<file path="config.mk">
export PLATFORM = sky130hd
export DESIGN_NAME = lsb_first_bit_packer
export DESIGN_NICKNAME = d
export VERILOG_FILES = /design/src/rtl/lbp_pkg.sv /design/src/rtl/lbp_queue.sv /design/src/rtl/lbp_front.sv /design/src/rtl/lbp_back.sv /design/src/rtl/lsb_first_bit_packer.sv
export SDC_FILE = /design/constraint.sdc
export NUM_CORES = 1
export LEC_CHECK = 0
export BUFFER_PORTS_ARGS = -buffer_cell sky130_fd_sc_hd__buf_2
export CORE_UTILIZATION = 30
export DETAILED_ROUTE_END_ITERATION = 16
export GPL_ROUTABILITY_DRIVEN = 1
export GPL_TIMING_DRIVEN = 0
export PLACE_DENSITY = 0.46
export SYNTH_ARGS = -nofsm -noshare
export SYNTH_HDL_FRONTEND = slang
export SYNTH_SLANG_ARGS = --single-unit
export TNS_END_PERCENT = 30
</file>
<file path="constraint.sdc">
create_clock -name clock -period 5.65 [get_ports clock]
set_input_delay 0.2825 -clock clock [delete_from_list [all_inputs] [get_ports clock]]
set_output_delay 0.2825 -clock clock [all_outputs]
set_load 0.005 [all_outputs]
</file>
<file path="src/rtl/lbp_pkg.sv">
// lbp_pkg: types and constants shared by the lsb-first bit packer
// holds request/response payload structs, request kind codes and field widths
// no dependencies
`timescale 1ns / 1ps

package lbp_pkg;

   localparam int MAX_CODE_BITS_DEFAULT = 32;
   localparam int JOB_QUEUE_DEPTH       = 2;

   localparam int CODE_VALUE_W  = 32;
   localparam int CODE_LENGTH_W = 6;
   localparam int BYTE_W        = 8;
   localparam int PEND_W        = 7;
   localparam int PEND_CNT_W    = 3;

   typedef enum logic [1:0] {
      KIND_BITS  = 2'd0,
      KIND_BYTE  = 2'd1,
      KIND_ALIGN = 2'd2,
      KIND_CLEAR = 2'd3
   } lbp_kind_type;

   typedef struct packed {
      lbp_kind_type              req_type;
      logic [CODE_VALUE_W-1:0]   code_value;
      logic [CODE_LENGTH_W-1:0]  code_length;
   } lbp_req_type;

   typedef struct packed {
      logic [BYTE_W-1:0] out_byte;
      logic              last_of_run;
   } lbp_rsp_type;

endpackage

</file>
<file path="src/rtl/lbp_queue.sv">
// lbp_queue: small register fifo that carries byte jobs from front to back
// generic in width and depth, read data is the head entry
// no dependencies
`timescale 1ns / 1ps

module lbp_queue #(
   parameter int WIDTH = 8,
   parameter int DEPTH = 2
) (
   input  logic                       clock,
   input  logic                       reset,
   input  logic                       wr_en,
   input  logic [WIDTH-1:0]           wr_data,
   input  logic                       rd_en,
   output logic [WIDTH-1:0]           rd_data,
   output logic                       full,
   output logic                       empty,
   output logic [$clog2(DEPTH+1)-1:0] count
);

   localparam int PTR_W = (DEPTH > 1) ? $clog2(DEPTH) : 1;
   localparam int CNT_W = $clog2(DEPTH + 1);

   logic [WIDTH-1:0] entry_ff [DEPTH];
   logic [PTR_W-1:0] wr_ptr_ff, wr_ptr_in;
   logic [PTR_W-1:0] rd_ptr_ff, rd_ptr_in;
   logic [CNT_W-1:0] count_ff,  count_in;
   logic             do_wr, do_rd;

   always_comb begin
      do_wr = wr_en && !full;
      do_rd = rd_en && !empty;
      wr_ptr_in = wr_ptr_ff;
      rd_ptr_in = rd_ptr_ff;
      count_in  = count_ff;
      if (do_wr) begin
         wr_ptr_in = (wr_ptr_ff == PTR_W'(DEPTH - 1)) ? '0 : wr_ptr_ff + PTR_W'(1);
      end
      if (do_rd) begin
         rd_ptr_in = (rd_ptr_ff == PTR_W'(DEPTH - 1)) ? '0 : rd_ptr_ff + PTR_W'(1);
      end
      if (do_wr && !do_rd) begin
         count_in = count_ff + CNT_W'(1);
      end else if (do_rd && !do_wr) begin
         count_in = count_ff - CNT_W'(1);
      end
   end

   always_ff @(posedge clock) begin
      if (reset) begin
         wr_ptr_ff <= '0;
         rd_ptr_ff <= '0;
         count_ff  <= '0;
      end else begin
         wr_ptr_ff <= wr_ptr_in;
         rd_ptr_ff <= rd_ptr_in;
         count_ff  <= count_in;
      end
   end

   always_ff @(posedge clock) begin
      if (do_wr) begin
         entry_ff[wr_ptr_ff] <= wr_data;
      end
   end

   assign rd_data = entry_ff[rd_ptr_ff];
   assign full    = (count_ff == CNT_W'(DEPTH));
   assign empty   = (count_ff == '0);
   assign count   = count_ff;

endmodule

</file>
<file path="src/rtl/lbp_front.sv">
// lbp_front: accepts requests, keeps the pending bits and turns each request
// into a job of completed bytes; uses lbp_pkg
`timescale 1ns / 1ps

module lbp_front #(
   parameter int MAX_CODE_BITS = lbp_pkg::MAX_CODE_BITS_DEFAULT,
   parameter int JOB_BYTES     = 4,
   parameter int COUNT_W       = 3
) (
   input  logic                          clock,
   input  logic                          reset,
   input  logic                          accept,
   input  lbp_pkg::lbp_req_type          req_data,
   output logic                          job_push,
   output logic [COUNT_W-1:0]            job_count,
   output logic [JOB_BYTES-1:0][7:0]     job_bytes
);

   import lbp_pkg::*;

   localparam int EFF_BITS = (MAX_CODE_BITS < CODE_VALUE_W) ? MAX_CODE_BITS : CODE_VALUE_W;
   localparam int ACC_W    = BYTE_W * (JOB_BYTES + 1);
   localparam int TOTAL_W  = CODE_LENGTH_W + 1;

   logic [PEND_W-1:0]     pend_bits_ff,  pend_bits_in;
   logic [PEND_CNT_W-1:0] pend_count_ff, pend_count_in;

   logic               len_ok;
   logic [ACC_W-1:0]   mask_wide;
   logic [ACC_W-1:0]   value_wide;
   logic [ACC_W-1:0]   acc;
   logic [ACC_W-1:0]   rest;
   logic [TOTAL_W-1:0] total;

   always_comb begin
      len_ok     = (req_data.code_length != '0) &&
                   (req_data.code_length <= CODE_LENGTH_W'(EFF_BITS));
      mask_wide  = ~({ACC_W{1'b1}} << req_data.code_length);
      value_wide = ACC_W'(req_data.code_value) & mask_wide;
      acc        = ACC_W'(pend_bits_ff) | (value_wide << pend_count_ff);
      total      = TOTAL_W'(pend_count_ff) + TOTAL_W'(req_data.code_length);
      // drop the whole bytes, what is left are the new pending bits
      rest       = acc >> (total & ~TOTAL_W'(7));
   end

   always_comb begin
      pend_bits_in  = pend_bits_ff;
      pend_count_in = pend_count_ff;
      job_count     = '0;
      for (int j = 0; j < JOB_BYTES; j++) begin
         job_bytes[j] = acc[j*BYTE_W +: BYTE_W];
      end
      if (accept) begin
         unique case (req_data.req_type)
            KIND_BITS: begin
               if (len_ok) begin
                  job_count     = COUNT_W'(total >> 3);
                  pend_count_in = total[PEND_CNT_W-1:0];
                  pend_bits_in  = rest[PEND_W-1:0];
               end
            end
            KIND_BYTE: begin
               pend_bits_in  = '0;
               pend_count_in = '0;
               if (pend_count_ff != '0) begin
                  job_bytes[0] = {1'b0, pend_bits_ff};
                  job_bytes[1] = req_data.code_value[BYTE_W-1:0];
                  job_count    = COUNT_W'(2);
               end else begin
                  job_bytes[0] = req_data.code_value[BYTE_W-1:0];
                  job_count    = COUNT_W'(1);
               end
            end
            KIND_ALIGN: begin
               pend_bits_in  = '0;
               pend_count_in = '0;
               job_bytes[0]  = {1'b0, pend_bits_ff};
               job_count     = (pend_count_ff != '0) ? COUNT_W'(1) : '0;
            end
            KIND_CLEAR: begin
               pend_bits_in  = '0;
               pend_count_in = '0;
            end
         endcase
      end
      job_push = (job_count != '0);
   end

   always_ff @(posedge clock) begin
      if (reset) begin
         pend_bits_ff  <= '0;
         pend_count_ff <= '0;
      end else begin
         pend_bits_ff  <= pend_bits_in;
         pend_count_ff <= pend_count_in;
      end
   end

endmodule

</file>
<file path="src/rtl/lbp_back.sv">
// lbp_back: takes byte jobs from the queue and hands them out one byte per
// cycle while pop keeps the output register free, through an output register; uses lbp_pkg
`timescale 1ns / 1ps

module lbp_back #(
   parameter int JOB_BYTES = 4,
   parameter int COUNT_W   = 3
) (
   input  logic                      clock,
   input  logic                      reset,
   input  logic                      q_empty,
   input  logic [COUNT_W-1:0]        job_count,
   input  logic [JOB_BYTES-1:0][7:0] job_bytes,
   output logic                      q_pop,
   output logic                      empty,
   input  logic                      pop,
   output lbp_pkg::lbp_rsp_type      rsp_data
);

   import lbp_pkg::*;

   localparam int IDX_W = $clog2(JOB_BYTES);

   logic                      job_valid_ff, job_valid_in;
   logic [COUNT_W-1:0]        job_count_ff, job_count_nx_in;
   logic [JOB_BYTES-1:0][7:0] job_bytes_ff, job_bytes_in;
   logic [IDX_W-1:0]          idx_ff,       idx_in;
   logic                      out_valid_ff, out_valid_in;
   lbp_rsp_type               out_ff,       out_in;

   logic out_adv, emit, cur_last, job_free;

   always_comb begin
      out_adv  = !out_valid_ff || pop;
      emit     = out_adv && job_valid_ff;
      cur_last = (COUNT_W'(idx_ff) == job_count_ff - COUNT_W'(1));
      job_free = !job_valid_ff || (emit && cur_last);
      q_pop    = job_free && !q_empty;

      job_valid_in    = job_valid_ff;
      job_count_nx_in = job_count_ff;
      job_bytes_in    = job_bytes_ff;
      idx_in          = idx_ff;
      out_valid_in    = out_valid_ff;
      out_in          = out_ff;

      if (emit) begin
         out_valid_in       = 1'b1;
         out_in.out_byte    = job_bytes_ff[idx_ff];
         out_in.last_of_run = cur_last;
         idx_in             = idx_ff + IDX_W'(1);
      end else if (pop) begin
         out_valid_in = 1'b0;
      end

      // next job goes in as soon as the current one hands out its last byte
      if (q_pop) begin
         job_valid_in    = 1'b1;
         job_count_nx_in = job_count;
         job_bytes_in    = job_bytes;
         idx_in          = '0;
      end else if (job_free) begin
         job_valid_in = 1'b0;
      end
   end

   always_ff @(posedge clock) begin
      if (reset) begin
         job_valid_ff <= 1'b0;
         out_valid_ff <= 1'b0;
         idx_ff       <= '0;
      end else begin
         job_valid_ff <= job_valid_in;
         out_valid_ff <= out_valid_in;
         idx_ff       <= idx_in;
      end
   end

   always_ff @(posedge clock) begin
      job_count_ff <= job_count_nx_in;
      job_bytes_ff <= job_bytes_in;
      out_ff       <= out_in;
   end

   assign empty    = !out_valid_ff;
   assign rsp_data = out_ff;

endmodule

</file>
<file path="src/rtl/lsb_first_bit_packer.sv">
// lsb_first_bit_packer: packs codes lsb first into a byte stream
// path: a request's first byte goes through the job queue, the back end's job register and the output register
// throughput: one request per cycle while the job queue has room; the response side moves
// one byte per cycle while pop keeps up, so a request completing n bytes (0 to 4) holds the back end for n bytes
// reset: synchronous, clears the pending bits, the job queue and the output register
`timescale 1ns / 1ps

module lsb_first_bit_packer #(
   parameter int MAX_CODE_BITS = lbp_pkg::MAX_CODE_BITS_DEFAULT,
   parameter int QUEUE_DEPTH   = lbp_pkg::JOB_QUEUE_DEPTH
) (
   input  logic                 clock,
   input  logic                 reset,
   input  logic                 push,
   output logic                 full,
   input  lbp_pkg::lbp_req_type req_data,
   output logic                 empty,
   input  logic                 pop,
   output lbp_pkg::lbp_rsp_type rsp_data
);

   import lbp_pkg::*;

   localparam int EFF_BITS  = (MAX_CODE_BITS < CODE_VALUE_W) ? MAX_CODE_BITS : CODE_VALUE_W;
   localparam int BIT_BYTES = (PEND_W + EFF_BITS) / BYTE_W;
   localparam int JOB_BYTES = (BIT_BYTES > 2) ? BIT_BYTES : 2;
   localparam int COUNT_W   = $clog2(JOB_BYTES + 1);
   localparam int JOB_W     = COUNT_W + BYTE_W * JOB_BYTES;
   localparam int QCNT_W    = $clog2(QUEUE_DEPTH + 1);

   logic                      accept;
   logic                      f_push;
   logic [COUNT_W-1:0]        f_count;
   logic [JOB_BYTES-1:0][7:0] f_bytes;
   logic [JOB_W-1:0]          q_rd_data;
   logic                      q_pop, q_full, q_empty;
   logic [QCNT_W-1:0]         q_count;
   logic [COUNT_W-1:0]        b_count;
   logic [JOB_BYTES-1:0][7:0] b_bytes;

   assign accept = push && !q_full;
   assign full   = q_full;

   lbp_front #(
      .MAX_CODE_BITS (MAX_CODE_BITS),
      .JOB_BYTES     (JOB_BYTES),
      .COUNT_W       (COUNT_W)
   ) u_front (
      .clock     (clock),
      .reset     (reset),
      .accept    (accept),
      .req_data  (req_data),
      .job_push  (f_push),
      .job_count (f_count),
      .job_bytes (f_bytes)
   );

   lbp_queue #(
      .WIDTH (JOB_W),
      .DEPTH (QUEUE_DEPTH)
   ) u_queue (
      .clock   (clock),
      .reset   (reset),
      .wr_en   (f_push),
      .wr_data ({f_count, f_bytes}),
      .rd_en   (q_pop),
      .rd_data (q_rd_data),
      .full    (q_full),
      .empty   (q_empty),
      .count   (q_count)
   );

   assign b_count = q_rd_data[JOB_W-1 -: COUNT_W];
   assign b_bytes = q_rd_data[BYTE_W*JOB_BYTES-1:0];

   lbp_back #(
      .JOB_BYTES (JOB_BYTES),
      .COUNT_W   (COUNT_W)
   ) u_back (
      .clock     (clock),
      .reset     (reset),
      .q_empty   (q_empty),
      .job_count (b_count),
      .job_bytes (b_bytes),
      .q_pop     (q_pop),
      .empty     (empty),
      .pop       (pop),
      .rsp_data  (rsp_data)
   );

   // a write-byte request always leaves a job behind
   a_byte_makes_job: assert property (@(posedge clock) disable iff (reset)
      (accept && req_data.req_type == KIND_BYTE) |=> (q_count != '0))
      else $error("write-byte request produced no job");

   // a zero-length write-bits request never grows the job queue
   a_zero_len_quiet: assert property (@(posedge clock) disable iff (reset)
      (accept && req_data.req_type == KIND_BITS && req_data.code_length == '0)
      |=> (q_count <= $past(q_count)))
      else $error("zero-length request produced a job");

   // reset leaves both the queue and the response register empty
   a_reset_idle: assert property (@(posedge clock)
      reset |=> (empty && q_empty))
      else $error("block not idle after reset");

endmodule
</file>
==> results.json, run 1 <==
{
  "status": "finished clean",
  "ctsRootBufferMaster": "clkbuf_16",
  "clock_latency_ps": 410,
  "grt_pass1_vias": 5842,
  "avgSynthCellArea_um2": 11.6,
  "cts.clk_slew.worst_paths_ps": 60,
  "initial_core_util_pct": 30.9,
  "gp_congestion": 0.904,
  "vias_per_cell": 5.41,
  "cpPeakStageDelay_ps": 610,
  "synth_enable_flop_cells": 114,
  "synth_top_cell_by_area": "edfxtp_1",
  "dpl.hpwl_mm": 18.5,
  "drc": 0,
  "die_h_um": 161,
  "rsz0062_at_grt": "no",
  "synth_simple_gate_area_share_pct": 11.8,
  "multi_input_area_mm2": 0.00350,
  "portBuffers": 53,
  "synth_xor_area_share_pct": 1.60,
  "antenna_found_initial": 0,
  "start_kind": "register",
  "period_needed_ps": 3350,
  "yosysSeqAreaShare_pct": 50.0,
  "cts_htree_levels": 4,
  "crit_required_ps": 5990,
  "tightestPinTransition_ps": 879,
  "setup_violations": 0,
  "post-route-util_pct": 36.4,
  "ys_ff_latch": 132,
  "total_power_mw": 3.37,
  "crit_type": "reg -> reg",
  "regArea_mm2": 0.00378,
  "io-pin-count": 55,
  "die-area_mm2": 0.0259,
  "synth_area_mm2": 0.00757,
  "cts.sinks": 132,
  "track_usage_pct": 18.9,
  "power.density_mw_per_mm2": 377,
  "crit_chain": "ha_1 > a21o_1 > a21oi_1 > xor2_1 > o21a_1 > nor3_2 > or3_1 > ha_1 > or3_1 > a21oi_1",
  "relSlewSlack_pct": 41.4,
  "netlist_instances": 650,
  "yosys-top-cells-area": "edfxtp_1 45%, mux2_2 6.8%, dfxtp_1 4.8%",
  "ys.flop_type": "edfxtp_1",
  "antenna_cells": 0,
  "coreArea_mm2": 0.0245,
  "cts_tree": "built",
  "wl_mm": 23.9,
  "yosysMostFrequentCell": "edfxtp_1",
  "finClkSkew_ps": 9.41,
  "timing.fmax_mhz": 298,
  "tns_ps": 0,
  "ys_top_cells_by_count": "114 x edfxtp_1, 50 x nand2_1, 46 x mux2_2",
  "numCtsBuffers": 17,
  "ys_types": 78,
  "rows": 57,
  "ctsHoldBuffers": 0,
  "grt_max_degree": 34,
  "crit_fanout": 8,
  "synth_compound_area_share_pct": 16.2,
  "avgRoutedWirePerCell_um": 22.5,
  "synth_nets": 704,
  "nFillCells": 2458,
  "yosys.area_share.adder_pct": 1.75,
  "synth_warnings": 0,
  "area_growth_pct": 17.9,
  "clockBufferDepth": 2,
  "ir_drop_v": 0.000185,
  "nNetsFinal": 779,
  "grt_pass1_wl_mm": 36.2,
  "worstPathArrival_ps": 3690,
  "drt_pass1_iterations": 5,
  "synth_top_family_by_area": "compound AO/OA/AOI/OAI gates",
  "met1_length_mm": 10.9,
  "cts_resized": 0,
  "wl_met2_mm": 11.3,
  "p_leak_nw": 3.14,
  "maxCapViolations": 0,
  "top_layer_used": "met4",
  "slew_violations": 0,
  "cpMaxStageDelayCell": "xor2_1",
  "first_iter_violations": 495,
  "end_kind": "register",
  "postCtsSetupRepairBufs": 0,
  "r2r_slack_ps": 2300,
  "finalCritPeriodShare_pct": 59.4,
  "ant_nets": 0,
  "via_count": 5746,
  "synth_mux_area_share_pct": 14.5,
  "wl_met3_mm": 1.15,
  "hold_viol": 0,
  "drive_above_1_share_pct": 27.2,
  "overflow": 0,
  "synth-async-reset-ratio_pct": 0,
  "die_w_um": 161,
  "synth.top_cell.area_share_pct": 45.2,
  "hold_path_class": "in -> reg"
}
[critical path, delay by kind of cell (launching register included)]
family	cells	cell delay, ps
AO/OA/AOI/OAI	4	830
XOR/XNOR	1	610
adder cells (fa/ha/maj)	2	590
flip-flops	1	410
AND/OR/NAND/NOR	3	830
[layout by cell type, fill, tap and decap left out, types with 4 or more instances in the layout]
cell and n:
dfxtp_1 18, buf_6 7, nand4_1 7, and3_1 10, a22oi_1 12, nor2_1 31
clkinv_4 5, buf_2 64, nand2b_1 7, o211ai_1 19, o21ai_1 8, clkbuf_1 14
a31oi_1 5, a21o_1 6, mux4_2 13, mux2_2 46, xor2_1 6, inv_1 12
buf_4 7, nor3_1 15, clkinvlp_4 4, and2_1 8, o21ai_0 29, edfxtp_1 114
o22ai_1 7, a21oi_1 29, a211oi_1 8, buf_1 6, xnor2_1 6, nand3_1 18
clkbuf_16 17, ha_1 9, a211o_1 4, nand2_1 50, mux2i_1 29, or3_1 4
[state kept, by name, indices dropped and copies added, names as in the netlist]
signal and flops:
u_back.idx_ff 2, u_back.job_bytes_ff 32, u_back.job_count_ff 3, u_back.job_valid_ff 1
u_back.out_valid_ff 1, u_back.rsp_data 9, u_front.pend_bits_ff 7, u_front.pend_count_ff 3
u_queue.count 2, u_queue.entry_ff 70, u_queue.rd_ptr_ff 1, u_queue.wr_ptr_ff 1
[cell type report]
| type | count | area share, % |
|---|---|---|
| flip-flops and latches | 132 | 42.4 |
| multi-input cells | 460 | 39.2 |
| clock buffers | 17 | 4.76 |
| well taps | 324 | 4.54 |
| repair buffers | 56 | 3.64 |
| plain buffers | 45 | 2.93 |
| clock inverters | 15 | 2.05 |
| inverters | 13 | 0.546 |
[power breakdown]
group	switching (mW)	internal, mW
combinational	0.513	0.360
sequential	0.0521	1.34
clock	0.410	0.695
total	0.974	2.39
[per-stage QoR]
step	setup slack, ps	std cells	area (um2)	hold slack [ps]
6_report	2300	1062	8930	186
4_1_cts	2320	1062	8930	166
5_1_grt	2180	1062	8930	199
3_3_place_gp	285	1027	8240	454
2_1_floorplan	1590	650	7570	448
3_5_place_dp	2250	1030	8320	497
[metal layers]
| layer | track usage (%) | up-vias |
|---|---|---|
| li1 | - | 2676 |
| met1 | 25.1 | 2824 |
| met2 | 30.6 | 215 |
| met3 | 3.10 | 31 |
| met4 | 7.25 | 0 |
| met5 | 0 | - |
[path summary, 6_finish.rpt]
check | from | end | cells past startpoint
setup reg to reg | u_front.pend_count_ff[0] | u_queue.count[1] | 10
hold reg to reg | u_queue.count[1] | u_queue.count[1] | 2
hold / removal | pop | u_back.out_valid_ff | 3
setup / recovery | u_front.pend_count_ff[0] | u_queue.count[1] | 10
[logic make-up (layout without fill, tap and decap cells)]
logic type / after synthesis / in the layout
xor gates and xnor gates: 13 / 13
and+or+nand+nor: 174 / 174
buffers and inverters: 58 / 146
muxes: 88 / 88
AOI/OAI and AO/OA: 175 / 175
adders and majority gates: 10 / 10
DFF: 132 / 132
Power figures use the tool's default switching activity.
==> run 2: changes to the inputs <==
ABC_AREA = 1   (was default)
PLACE_DENSITY = 0.47   (was 0.46)
clock period = 3.1 ns   (was 5.65 ns; I/O delays follow)
==> results.json, run 2 <==
{
  "tightestPinTransition_ps": 619,
  "clockBufferDepth": 2,
  "yosys-top-cells-area": "edfxtp_1 46%, nand2_1 14%, nand3_1 11%",
  "wl_mm": 22.3,
  "gp_congestion": 0.967,
  "vias_per_cell": 4.85,
  "comb_power_share_pct": 28.8,
  "ys_ff_latch": 132,
  "ctsRootBufferMaster": "clkbuf_16",
  "track_usage_pct": 18.2,
  "crit_type": "reg -> reg",
  "portBuffers": 51,
  "r2r_start": "u_front.pend_count_ff[2]",
  "grt_pass1_wl_mm": 35.0,
  "area_growth_pct": 18.4,
  "nFillCells": 2581,
  "synth_warnings": 0,
  "ys_types": 46,
  "clock_latency_ps": 410,
  "initial_core_util_pct": 30.6,
  "slew_violations": 0,
  "postLayoutSetupSlackWorst_ps": 213,
  "numCtsBuffers": 17,
  "cts_tree": "built",
  "final_common_cell": "nand2_1",
  "synth_nets": 957,
  "yosysMostFrequentCell": "nand2_1",
  "period_needed_ps": 2890,
  "critPathLaunch": "u_front.pend_count_ff[2]",
  "rows": 57,
  "crit_fanout": 28,
  "crit_required_ps": 3200,
  "netlist_instances": 903,
  "cts.sinks": 132,
  "hold_viol": 0,
  "finalCritPeriodShare_pct": 93.1,
  "yosysSeqAreaShare_pct": 51.0,
  "overflow": 0,
  "grt_pass1_vias": 6157,
  "synth_top_cell_by_area": "edfxtp_1",
  "cts_htree_levels": 4,
  "io-pin-count": 55,
  "antenna_cells": 0,
  "nNetsFinal": 1033,
  "dpl.hpwl_mm": 17.4,
  "ys_top_cells_by_count": "285 x nand2_1, 160 x nand3_1, 114 x edfxtp_1",
  "status": "finished clean",
  "setup_violations": 0,
  "first_iter_violations": 488,
  "grt_max_degree": 38,
  "die_w_um": 159,
  "maxCapViolations": 0,
  "synth_area_mm2": 0.00742,
  "hold_path_class": "in -> reg",
  "largest_reg_flops": 70,
  "worstPathArrival_ps": 2990,
  "power.density_mw_per_mm2": 735,
  "ant_nets": 0,
  "ys.flop_type": "edfxtp_1",
  "min-delay-start": "pop",
  "relSlewSlack_pct": 58.8,
  "total_power_mw": 6.45,
  "p_sw_mw": 2.18,
  "synth-async-reset-ratio_pct": 0,
  "avgRoutedWirePerCell_um": 17.0,
  "power.share.clock_pct": 29.7,
  "ir_drop_v": 0.000385,
  "swShare_pct": 33.9,
  "coreArea_mm2": 0.0242,
  "via_count": 6382,
  "seqPwrFrac_pct": 41.5,
  "drc": 0,
  "avgSynthCellArea_um2": 8.21,
  "finClkSkew_ps": 8.64,
  "final_cell_mix": "285 x nand2_1, 160 x nand3_1, 114 x edfxtp_1",
  "synth.top_cell.area_share_pct": 46.2,
  "antenna_found_initial": 0,
  "end_kind": "register",
  "die-area_mm2": 0.0254,
  "internal-power_mw": 4.27,
  "die_h_um": 159,
  "drt_pass1_iterations": 5,
  "timing.fmax_mhz": 346,
  "cts.clk_slew.worst_paths_ps": 60,
  "drive_above_1_share_pct": 13.7,
  "place_ws_ps": 16.6,
  "start_kind": "register",
  "synth_enable_flop_cells": 114,
  "top_register": "u_queue.entry_ff",
  "p_leak_nw": 3.58
}
## run 2: area by class of cell
type | count | area [um2] | share of cell area, %
Sequential cell | 132 | 3780 | 43.1
Multi-Input combinational cell | 661 | 3230 | 36.8
Clock buffer | 18 | 450 | 5.13
Tap cell | 324 | 405 | 4.62
Timing Repair Buffer | 57 | 338 | 3.85
Inverter | 70 | 268 | 3.05
Buffer | 40 | 175 | 1.99
Clock inverter | 14 | 126 | 1.44
## run 2: cell families (layout without fill, tap and decap cells)
group           after synthesis  in the layout  share of synthesized area, %
buf+inv                     110            199                          5.94
flops                       132            132                          51.0
simple gates                546            546                          32.4
xor+xnor                      7              7                          1.13
fa+ha+maj                    10             10                          1.79
compound gates               98             98                          7.71
## run 2: routing by layer
metal / global-route usage (%) / vias to the layer above / routed length, um
met5: 0 / - / 0
met4: 6.16 / 0 / 386
met3: 3.05 / 24 / 929
met2: 29.7 / 171 / 10500
met1: 24.4 / 2956 / 10500
li1: - / 3231 / -
## run 2: path summary, 6_finish.rpt
kind	endpoint	slack, ps	cells past startpoint
worst max register to register	u_queue.entry_ff[1][19]	210	9
worst min register to register	u_front.pend_bits_ff[5]	470	2
worst min-delay path	u_back.out_valid_ff	40	3
worst max-delay path	u_queue.entry_ff[1][19]	210	9
## run 2: power groups by stage
| stage | logic, mW | registers [mW] | clock network [mW] |
|---|---|---|---|
| after floorplan | 1.18 | 2.69 | 0 |
| after CTS | 1.83 | 2.70 | 1.96 |
| after detailed placement | 1.82 | 2.73 | 0 |
| final | 1.86 | 2.68 | 1.92 |
| after global routing | 2.10 | 2.71 | 2.03 |
| after global placement | 1.80 | 2.73 | 0 |
## run 2: timing repair
| action | CTS | global route |
|---|---|---|
| endpoints found under the setup margin | 1 | 58 |
| resized for setup | 0 | 6 |
| hold buffers | 0 | 0 |
| setup buffers | 1 | 2 |
| pin swaps | 1 | 2 |
| hold endpoints to repair | 0 | 0 |
## run 2: stage by stage
stage	TNS, ps	instances	utilization [%]	hold WS [ps]	area (um2)
CTS	0	1313	35.9	17.8	8720
global placement	-99850	1278	33.3	458	8080
detailed placement	0	1280	33.5	460	8130
global route	-0.163	1316	36.2	16.3	8780
finish	0	1316	36.2	35.3	8780
floorplan	-19200	903	-	352	7420
## run 2: worst max-delay path, cell delays in order (launching register included)
cell,delay [ps]
dfxtp_1,440
ha_1,310
a21oi_1,140
nand2_1,140
xor2_4,420
a21oi_1,130
nor2_1,310
nor3_4,120
nor2_4,300
buf_12,250
